<file path="config.mk">
export PLATFORM = sky130hd
export DESIGN_NAME = tcp_connection_demux_core
export DESIGN_NICKNAME = d
export VERILOG_FILES = /design/src/design/tcd_pkg.sv /design/src/design/tcp_connection_demux_core.sv /design/src/design/tcd_table.sv /design/src/design/tcd_datapath.sv /design/src/design/tcd_ctrl.sv
export SDC_FILE = /design/constraint.sdc
export NUM_CORES = 2
export LEC_CHECK = 0
export BUFFER_PORTS_ARGS = -buffer_cell sky130_fd_sc_hd__buf_2
export CORE_ASPECT_RATIO = 0.6
export CORE_MARGIN = 8
export CORE_UTILIZATION = 62
export CTS_CLUSTER_DIAMETER = 80
export DETAILED_ROUTE_END_ITERATION = 7
export PLACE_DENSITY = 0.77
export SLEW_MARGIN = 10
export SYNTH_ARGS = -nofsm -noshare
export SYNTH_HDL_FRONTEND = slang
export SYNTH_SLANG_ARGS = --single-unit
</file>
<file path="constraint.sdc">
create_clock -name clock -period 11.68 [get_ports clock]
set_input_delay 1.168 -clock clock [delete_from_list [all_inputs] [get_ports clock]]
set_output_delay 1.168 -clock clock [all_outputs]
set_load 0.005 [all_outputs]
</file>
<file path="src/design/tcd_pkg.sv">
// Shared types and constants for the TCP connection demultiplexer.
// Used by every module of the block; depends on nothing.
`default_nettype none

package tcd_pkg;

   // opcodes carried on req_tuser
   localparam logic OP_WRITE  = 1'b0;
   localparam logic OP_LOOKUP = 1'b1;

   // slot kinds; kind three is kept and behaves as active
   localparam logic [1:0] KIND_FREE   = 2'd0;
   localparam logic [1:0] KIND_LISTEN = 2'd1;

   localparam logic [31:0] BCAST_IP    = {4{8'hff}};
   localparam logic [47:0] BCAST_ETH   = {6{8'hff}};
   localparam logic [16:0] IPHDR_BYTES = 17'd20;

   typedef enum logic [2:0] {
      VERDICT_WRITTEN = 3'd0,
      VERDICT_BCAST   = 3'd1,
      VERDICT_LENGTH  = 3'd2,
      VERDICT_RESET   = 3'd3,
      VERDICT_EXACT   = 3'd4,
      VERDICT_LISTEN  = 3'd5
   } verdict_type;

   typedef enum logic [2:0] {
      ST_IDLE,
      ST_DECIDE,
      ST_SCAN,
      ST_DRAIN,
      ST_FINISH
   } state_type;

   typedef struct packed {
      logic [1:0]  kind;
      logic [31:0] local_ip;
      logic [15:0] local_port;
      logic [31:0] remote_ip;
      logic [15:0] remote_port;
   } entry_type;

   // controller to datapath
   typedef struct packed {
      logic capture;
      logic table_write;
      logic scan_start;
      logic scan_read;
      logic load_rsp;
   } cmd_type;

   // datapath to controller
   typedef struct packed {
      logic is_write;
      logic drop;
      logic scan_last;
      logic rsp_busy;
   } status_type;

endpackage

`default_nettype wire

</file>
<file path="src/design/tcp_connection_demux_core.sv">
// TCP connection demultiplexer top level: controller plus datapath.
// Lookup: the table's single read port is scanned one slot per cycle, and the
// result word is loaded once the scan is done; the next word is taken after the
// result is loaded. Writes and dropped segments skip the scan. A finished word
// may wait while the next is taken. Reset: synchronous, active high; slots free.
`default_nettype none

module tcp_connection_demux_core #(
   parameter int ENTRIES = 16
) (
   input  wire          clock,
   input  wire          reset,
   input  wire          req_tvalid,
   output logic         req_tready,
   // entry_index, entry_kind, source_ip, dest_ip, source_port, dest_port,
   // eth_dest, ip_length, data_offset, zero pad
   input  wire [175:0]  req_tdata,
   // opcode
   input  wire          req_tuser,
   output logic         rsp_tvalid,
   input  wire          rsp_tready,
   // verdict, match_index, zero pad
   output logic [7:0]   rsp_tdata
);

   tcd_pkg::cmd_type    cmd;
   tcd_pkg::status_type status;

   tcd_ctrl u_ctrl (
      .clock      (clock),
      .reset      (reset),
      .req_tvalid (req_tvalid),
      .req_tready (req_tready),
      .status     (status),
      .cmd        (cmd)
   );

   tcd_datapath #(
      .ENTRIES (ENTRIES)
   ) u_datapath (
      .clock      (clock),
      .reset      (reset),
      .req_tdata  (req_tdata),
      .req_tuser  (req_tuser),
      .cmd        (cmd),
      .status     (status),
      .rsp_tvalid (rsp_tvalid),
      .rsp_tready (rsp_tready),
      .rsp_tdata  (rsp_tdata)
   );

endmodule

`default_nettype wire

</file>
<file path="src/design/tcd_table.sv">
// Connection table: one-port-write, one-port-read memory of slot entries.
// Per-slot valid flops make never-written slots read as free. Uses tcd_pkg.
`default_nettype none

module tcd_table #(
   parameter int ENTRIES = 16,
   parameter int IDX_W   = 4
) (
   input  wire                      clock,
   input  wire                      reset,
   input  wire                      wr_en,
   input  wire [IDX_W-1:0]          wr_addr,
   input  tcd_pkg::entry_type       wr_entry,
   input  wire                      rd_en,
   input  wire [IDX_W-1:0]          rd_addr,
   output tcd_pkg::entry_type       rd_entry
);

   tcd_pkg::entry_type mem [ENTRIES];
   logic [ENTRIES-1:0] valid_ff;
   tcd_pkg::entry_type rd_data_ff;
   logic               rd_valid_ff;

   always_ff @(posedge clock) begin
      if (reset) begin
         valid_ff <= '0;
      end else if (wr_en) begin
         valid_ff[wr_addr] <= 1'b1;
      end
   end

   always_ff @(posedge clock) begin
      if (wr_en) begin
         mem[wr_addr] <= wr_entry;
      end
   end

   always_ff @(posedge clock) begin
      if (rd_en) begin
         rd_data_ff  <= mem[rd_addr];
         rd_valid_ff <= valid_ff[rd_addr];
      end
   end

   // an unwritten slot reads as free; its tuple fields are then never looked at
   always_comb begin
      rd_entry = rd_data_ff;
      if (!rd_valid_ff) begin
         rd_entry.kind = tcd_pkg::KIND_FREE;
      end
   end

endmodule

`default_nettype wire

</file>
<file path="src/design/tcd_datapath.sv">
// Datapath: captures a word, runs the header checks, scans the connection
// table one slot a cycle and holds the result word. Uses tcd_pkg, tcd_table.
`default_nettype none

module tcd_datapath #(
   parameter int ENTRIES = 16
) (
   input  wire                  clock,
   input  wire                  reset,
   input  wire [175:0]          req_tdata,
   input  wire                  req_tuser,
   input  tcd_pkg::cmd_type     cmd,
   output tcd_pkg::status_type  status,
   output logic                 rsp_tvalid,
   input  wire                  rsp_tready,
   output logic [7:0]           rsp_tdata
);

   localparam int IDX_W = (ENTRIES > 1) ? $clog2(ENTRIES) : 1;
   localparam int AW    = (IDX_W > 4) ? IDX_W : 4;

   // captured item
   logic        op_ff;
   logic [3:0]  idx_ff;
   logic [1:0]  kind_ff;
   logic [31:0] sip_ff;
   logic [31:0] dip_ff;
   logic [15:0] sport_ff;
   logic [15:0] dport_ff;
   logic [47:0] eth_ff;
   logic [15:0] iplen_ff;
   logic [3:0]  doff_ff;

   logic [IDX_W-1:0] cnt_ff;
   logic             cmp_valid_ff;
   logic [IDX_W-1:0] cmp_idx_ff;
   logic             exact_ff;
   logic [IDX_W-1:0] exact_idx_ff;
   logic             partial_ff;
   logic [IDX_W-1:0] part_idx_ff;

   logic             rsp_valid_ff;
   logic [2:0]       rsp_verdict_ff;
   logic [3:0]       rsp_index_ff;
   logic [2:0]       rsp_verdict_in;
   logic [3:0]       rsp_index_in;

   logic             bcast;
   logic             too_short;
   logic [16:0]      min_len;
   logic             in_range;
   logic [AW-1:0]    wr_addr_wide;
   logic [AW-1:0]    hit_wide;
   logic [IDX_W-1:0] hit_idx;
   tcd_pkg::entry_type wr_entry;
   tcd_pkg::entry_type rd_entry;
   logic             listen_hit;
   logic             exact_hit;

   always_ff @(posedge clock) begin
      if (cmd.capture) begin
         op_ff    <= req_tuser;
         idx_ff   <= req_tdata[3:0];
         kind_ff  <= req_tdata[5:4];
         sip_ff   <= req_tdata[37:6];
         dip_ff   <= req_tdata[69:38];
         sport_ff <= req_tdata[85:70];
         dport_ff <= req_tdata[101:86];
         eth_ff   <= req_tdata[149:102];
         iplen_ff <= req_tdata[165:150];
         doff_ff  <= req_tdata[169:166];
      end
   end

   // header checks; broadcast takes precedence over length
   assign bcast     = (eth_ff == tcd_pkg::BCAST_ETH) || (dip_ff == tcd_pkg::BCAST_IP);
   assign min_len   = tcd_pkg::IPHDR_BYTES + {11'd0, doff_ff, 2'b00};
   assign too_short = {1'b0, iplen_ff} < min_len;

   // writes beyond the table change nothing
   assign in_range     = 32'(idx_ff) < ENTRIES;
   assign wr_addr_wide = AW'(idx_ff);

   assign wr_entry.kind        = kind_ff;
   assign wr_entry.local_ip    = dip_ff;
   assign wr_entry.local_port  = dport_ff;
   assign wr_entry.remote_ip   = sip_ff;
   assign wr_entry.remote_port = sport_ff;

   tcd_table #(
      .ENTRIES (ENTRIES),
      .IDX_W   (IDX_W)
   ) u_table (
      .clock    (clock),
      .reset    (reset),
      .wr_en    (cmd.table_write && in_range),
      .wr_addr  (wr_addr_wide[IDX_W-1:0]),
      .wr_entry (wr_entry),
      .rd_en    (cmd.scan_read),
      .rd_addr  (cnt_ff),
      .rd_entry (rd_entry)
   );

   always_ff @(posedge clock) begin
      if (cmd.scan_start) begin
         cnt_ff <= '0;
      end else if (cmd.scan_read) begin
         cnt_ff <= cnt_ff + IDX_W'(1);
      end
   end

   always_ff @(posedge clock) begin
      if (reset) begin
         cmp_valid_ff <= 1'b0;
      end else begin
         cmp_valid_ff <= cmd.scan_read;
      end
      cmp_idx_ff <= cnt_ff;
   end

   // compare stage: one slot per cycle against the captured tuple
   assign listen_hit = (rd_entry.kind == tcd_pkg::KIND_LISTEN)
                       && (dport_ff == rd_entry.local_port)
                       && (((rd_entry.local_ip == '0) && !partial_ff)
                           || (dip_ff == rd_entry.local_ip));
   assign exact_hit  = (rd_entry.kind != tcd_pkg::KIND_FREE)
                       && (rd_entry.kind != tcd_pkg::KIND_LISTEN)
                       && (sip_ff == rd_entry.remote_ip)
                       && (dip_ff == rd_entry.local_ip)
                       && (sport_ff == rd_entry.remote_port)
                       && (dport_ff == rd_entry.local_port);

   always_ff @(posedge clock) begin
      if (reset || cmd.scan_start) begin
         exact_ff   <= 1'b0;
         partial_ff <= 1'b0;
      end else if (cmp_valid_ff) begin
         // keep the first exact hit; later listening hits no longer matter
         if (exact_hit && !exact_ff) begin
            exact_ff     <= 1'b1;
            exact_idx_ff <= cmp_idx_ff;
         end
         if (listen_hit) begin
            partial_ff  <= 1'b1;
            part_idx_ff <= cmp_idx_ff;
         end
      end
   end

   always_comb begin
      hit_idx        = '0;
      rsp_verdict_in = tcd_pkg::VERDICT_RESET;
      if (op_ff == tcd_pkg::OP_WRITE) begin
         rsp_verdict_in = tcd_pkg::VERDICT_WRITTEN;
      end else if (bcast) begin
         rsp_verdict_in = tcd_pkg::VERDICT_BCAST;
      end else if (too_short) begin
         rsp_verdict_in = tcd_pkg::VERDICT_LENGTH;
      end else if (exact_ff) begin
         rsp_verdict_in = tcd_pkg::VERDICT_EXACT;
         hit_idx        = exact_idx_ff;
      end else if (partial_ff) begin
         rsp_verdict_in = tcd_pkg::VERDICT_LISTEN;
         hit_idx        = part_idx_ff;
      end
      hit_wide     = AW'(hit_idx);
      rsp_index_in = hit_wide[3:0];
   end

   always_ff @(posedge clock) begin
      if (reset) begin
         rsp_valid_ff <= 1'b0;
      end else if (cmd.load_rsp) begin
         rsp_valid_ff <= 1'b1;
      end else if (rsp_tready) begin
         rsp_valid_ff <= 1'b0;
      end
   end

   always_ff @(posedge clock) begin
      if (cmd.load_rsp) begin
         rsp_verdict_ff <= rsp_verdict_in;
         rsp_index_ff   <= rsp_index_in;
      end
   end

   assign rsp_tvalid = rsp_valid_ff;
   assign rsp_tdata  = {1'b0, rsp_index_ff, rsp_verdict_ff};

   assign status.is_write  = (op_ff == tcd_pkg::OP_WRITE);
   assign status.drop      = bcast || too_short;
   assign status.scan_last = (cnt_ff == IDX_W'(ENTRIES - 1));
   assign status.rsp_busy  = rsp_valid_ff && !rsp_tready;

   a_no_overwrite: assert property (@(posedge clock) disable iff (reset)
      cmd.load_rsp |-> !(rsp_valid_ff && !rsp_tready))
      else $error("result word loaded over one not yet taken");

   a_load_shows: assert property (@(posedge clock) disable iff (reset)
      cmd.load_rsp |=> rsp_valid_ff)
      else $error("loaded result not presented");

   a_write_verdict: assert property (@(posedge clock) disable iff (reset)
      (cmd.load_rsp && (op_ff == tcd_pkg::OP_WRITE)) |=>
         (rsp_verdict_ff == tcd_pkg::VERDICT_WRITTEN) && (rsp_index_ff == 4'd0))
      else $error("write item gave a lookup verdict");

   a_nomatch_index: assert property (@(posedge clock) disable iff (reset)
      (rsp_valid_ff && ((rsp_verdict_ff == tcd_pkg::VERDICT_BCAST)
                        || (rsp_verdict_ff == tcd_pkg::VERDICT_LENGTH)
                        || (rsp_verdict_ff == tcd_pkg::VERDICT_RESET)))
         |-> (rsp_index_ff == 4'd0))
      else $error("non-zero slot index without a match");

endmodule

`default_nettype wire

</file>
<file path="src/design/tcd_ctrl.sv">
// Controller: sequences capture, header decision, table scan and result load.
// Drives the datapath through tcd_pkg::cmd_type; uses tcd_pkg.
`default_nettype none

module tcd_ctrl (
   input  wire                  clock,
   input  wire                  reset,
   input  wire                  req_tvalid,
   output logic                 req_tready,
   input  tcd_pkg::status_type  status,
   output tcd_pkg::cmd_type     cmd
);

   tcd_pkg::state_type state_ff;
   tcd_pkg::state_type state_in;

   always_ff @(posedge clock) begin
      if (reset) begin
         state_ff <= tcd_pkg::ST_IDLE;
      end else begin
         state_ff <= state_in;
      end
   end

   always_comb begin
      state_in = state_ff;
      case (state_ff)
         tcd_pkg::ST_IDLE: begin
            if (req_tvalid) begin
               state_in = tcd_pkg::ST_DECIDE;
            end
         end
         tcd_pkg::ST_DECIDE: begin
            if (status.is_write || status.drop) begin
               state_in = tcd_pkg::ST_FINISH;
            end else begin
               state_in = tcd_pkg::ST_SCAN;
            end
         end
         tcd_pkg::ST_SCAN: begin
            if (status.scan_last) begin
               state_in = tcd_pkg::ST_DRAIN;
            end
         end
         tcd_pkg::ST_DRAIN: begin
            state_in = tcd_pkg::ST_FINISH;
         end
         tcd_pkg::ST_FINISH: begin
            if (!status.rsp_busy) begin
               state_in = tcd_pkg::ST_IDLE;
            end
         end
         default: begin
            state_in = tcd_pkg::ST_IDLE;
         end
      endcase
   end

   always_comb begin
      cmd        = '0;
      req_tready = 1'b0;
      case (state_ff)
         tcd_pkg::ST_IDLE: begin
            req_tready  = 1'b1;
            cmd.capture = req_tvalid;
         end
         tcd_pkg::ST_DECIDE: begin
            cmd.table_write = status.is_write;
            cmd.scan_start  = !status.is_write && !status.drop;
         end
         tcd_pkg::ST_SCAN: begin
            cmd.scan_read = 1'b1;
         end
         tcd_pkg::ST_FINISH: begin
            // hold until the previous result word has gone
            cmd.load_rsp = !status.rsp_busy;
         end
         default: begin
            cmd = '0;
         end
      endcase
   end

endmodule

`default_nettype wire

</file>
==> results.json <==
{
  "clock-sinks": 1882,
  "relSlewSlack_pct": 14.33,
  "cts_buffers": 160,
  "ys.flop_type": "edfxtp_1",
  "cts-resized-gates": 0,
  "core_sq_um": 112000,
  "nets": 3252,
  "peakVddDrop_uv": 182.2,
  "yosysTopAreaCellShare_pct": 79.42,
  "crit_arrival_ps": 4800,
  "vias": 31710,
  "cts_tree": "yes",
  "skew_ps": 31.25,
  "cts_root_buf": "clkbuf_16",
  "syn_nets": 2974,
  "rows": 95,
  "dpl.hpwl_um": 75690,
  "area_growth_pct": 11.18,
  "grt_pass1_vias": 33320,
  "p_sw_mw": 3.527,
  "start_util_pct": 62.50,
  "required_ps": 12080,
  "pwr-share-comb_pct": 14.3,
  "grt_pass1_wl_um": 228900,
  "synth_area_per_cell_sq_um": 25.11,
  "die-height_um": 276.2,
  "viasPerCell": 6.744,
  "routedWlPerCell_um": 33.73,
  "status": "finished clean",
  "antenna_found_initial": 5,
  "power.share.switching_pct": 23.27,
  "timing.final.crit_share_pct": 37.64,
  "io_buffers": 181,
  "power.density_nw_per_um2": 194.8,
  "p_leak_nw": 23.82,
  "dp_cells": 4406,
  "synth_most_common_cell": "edfxtp_1",
  "hold_viol": 0,
  "crit_path_end_kind": "register",
  "rsz0062_at_grt": "no",
  "htree_levels": 4,
  "drc": 0,
  "postCtsSetupBuffers": 0,
  "p_clk_share_pct": 34.1,
  "final_cells": 4702,
  "die_w_um": 449.7,
  "die-area_sq_um": 124200,
  "clk_pin_slew_ps": 60,
  "setup-tns-final_ps": 0,
  "yosysWarnings": 0,
  "yosys-top-cells-area": "edfxtp_1 (79%), mux4_2 (16%), xor2_1 (1.1%), dfxtp_1 (0.89%), nor4_1 (0.32%)",
  "intPower_mw": 11.63,
  "synth_async_sr_flop_share_pct": 0,
  "seqPwrFrac_pct": 51.6,
  "io_pins": 191,
  "gp_congestion": 0.7837,
  "drt_wl_total_um": 158600,
  "synthCells": 2787,
  "synth_edf_count": 1851,
  "cts_buffer_depth": 3,
  "ys_ff_latch": 1882,
  "cp-start-kind": "register",
  "setup_violations": 0,
  "synth_top_area_cell": "edfxtp_1",
  "crit_fanout": 50,
  "grt-ovfl-total": 0,
  "syn_area_sq_um": 69980,
  "synth_cell_type_count": 39,
  "period_minus_slack_ps": 4396,
  "firstDrtPassIters": 5,
  "drt_iter0_drc": 3987,
  "maxCapViolCount": 0,
  "clock_latency_ps": 790,
  "ant_nets": 0,
  "drive_gt1_share_pct": 30.34,
  "worstSetupPathType": "register to register",
  "grt_start_max_net_pins": 157,
  "hold_class": "register to register",
  "synth_common_cells": "edfxtp_1 (1851), mux4_2 (495), xor2_1 (85), clkbuf_1 (54), nor2_1 (51)",
  "ys_seq_area_share_pct": 80.31,
  "maxSlewViolCount": 0,
  "tightest_slew_ps": 1285,
  "cts.hold.buffers_added": 0,
  "track_usage_pct": 25.37,
  "max_freq_mhz": 227.5
}
==> state kept, by name, summed over array words and instances, names as in the netlist, 2 cells and up <==
name	flops
u_datapath.u_table.mem	1568
u_datapath.u_table.rd_entry	96
u_datapath.eth_ff	48
u_datapath.dip_ff	32
u_datapath.sip_ff	32
u_datapath.dport_ff	16
u_datapath.sport_ff	16
u_datapath.u_table.valid_ff	16
u_datapath.iplen_ff	14
u_datapath.cmp_idx_ff	4
u_datapath.cnt_ff	4
u_datapath.doff_ff	4
u_datapath.exact_idx_ff	4
u_datapath.idx_ff	4
u_datapath.part_idx_ff	4
u_datapath.rsp_index_ff	4
u_ctrl.state_ff	3
u_datapath.rsp_verdict_ff	3
u_datapath.kind_ff	2
u_datapath.u_table.rd_data_ff	2
==> per-stage QoR <==
stage | utilization (%) | area [sq um] | hold slack (ps) | power (mW) | worst slack (ps)
5_1_grt | 69.49 | 77810 | 452.6 | 15.62 | 7116
2_1_floorplan | - | 69980 | 344.3 | 9.668 | 2618
4_1_cts | 69.48 | 77800 | 440.0 | 15.26 | 7206
3_3_place_gp | 64.99 | 72770 | 408.3 | 10.04 | 7352
6_report | 69.49 | 77810 | 437.5 | 15.16 | 7284
3_5_place_dp | 64.99 | 72770 | 425.0 | 10.12 | 7284
==> layer usage <==
layer	track usage (%)	up-vias	share of wire (%)
met4	7.083	4	2.2
li1	-	12580	-
met2	41.87	2017	50
met1	35.08	16890	38
met3	5.357	226	9.5
met5	0	-	0.013
==> logic make-up (layout without fill, tap and decap cells) <==
kind of cell	after synthesis	in the layout	synth area share [%]
mux	496	496	15.94
compound gates	26	26	0.2771
other cells	1	3	0.005358
buf+inv	116	526	0.8850
xor+xnor	101	101	1.264
fa+ha+maj	6	6	0.1073
flops	1882	1882	80.31
simple gates	159	159	1.209
==> power groups by stage <==
stage,combinational [mW],clock [mW],sequential [mW]
4_1_cts,2.20,5.24,7.83
3_5_place_dp,2.15,0,7.97
2_1_floorplan,1.82,0,7.84
5_1_grt,2.30,5.48,7.84
3_3_place_gp,2.09,0,7.95
6_report,2.16,5.17,7.83
==> path summary, 6_finish.rpt <==
kind / from / slack (ps) / to / cells after the start
max: u_ctrl.state_ff[0] / 7280 / u_datapath.u_table.mem[11][2] / 6
min: u_datapath.cmp_idx_ff[2] / 440 / u_datapath.exact_idx_ff[2] / 0
max reg2reg: u_ctrl.state_ff[0] / 7280 / u_datapath.u_table.mem[11][2] / 6
min reg2reg: u_datapath.cmp_idx_ff[2] / 440 / u_datapath.exact_idx_ff[2] / 0
==> cell type report <==
class | instances | area (sq um)
timing repair buffer | 230 | 1386
tap | 1503 | 1881
fill | 6323 | 34160
inverter | 2 | 7.507
antenna | 2 | 5.005
clock buffer | 213 | 4390
sequential | 1882 | 56220
clock inverter | 81 | 639.4
multi-input combinational | 789 | 13280
==> layout by cell type (no fill, tap or decap), types with 3 or more instances in the layout <==
| master | netlist | layout |
|---|---|---|
| buf_2 | 24 | 181 |
| nor3_2 | 0 | 4 |
| a22oi_1 | 4 | 4 |
| clkbuf_16 | 0 | 166 |
| buf_4 | 11 | 40 |
| dfxtp_1 | 31 | 27 |
| dfxtp_4 | 0 | 4 |
| nand4_1 | 33 | 33 |
| nand2_1 | 6 | 6 |
| nor2_4 | 0 | 12 |
| inv_6 | 0 | 5 |
| clkbuf_8 | 0 | 6 |
| ha_1 | 6 | 6 |
| o21ai_0 | 3 | 3 |
| mux4_2 | 495 | 495 |
| xor2_1 | 85 | 85 |
| clkinv_1 | 0 | 38 |
| bufinv_16 | 0 | 7 |
| clkinv_8 | 0 | 4 |
| nand3_1 | 4 | 4 |
| nor3_1 | 9 | 5 |
| o21ba_2 | 7 | 7 |
| clkinv_2 | 0 | 24 |
| edfxtp_1 | 1851 | 1851 |
| xnor2_1 | 16 | 16 |
| nor4_1 | 36 | 36 |
| nand2b_1 | 8 | 8 |
| clkbuf_1 | 54 | 41 |
| buf_12 | 0 | 9 |
| nor2_1 | 51 | 39 |
| nor2b_1 | 3 | 3 |
| a21oi_1 | 5 | 5 |
==> worst max-delay path, stage by stage, from the launching register on <==
cell and delay (ps):
dfxtp_1 400, or3b_1 430, nor2_1 190, nand3_1 350, nor2_4 1000, buf_4 990
buf_4 590
No activity file was read; power rests on OpenSTA's default activity.
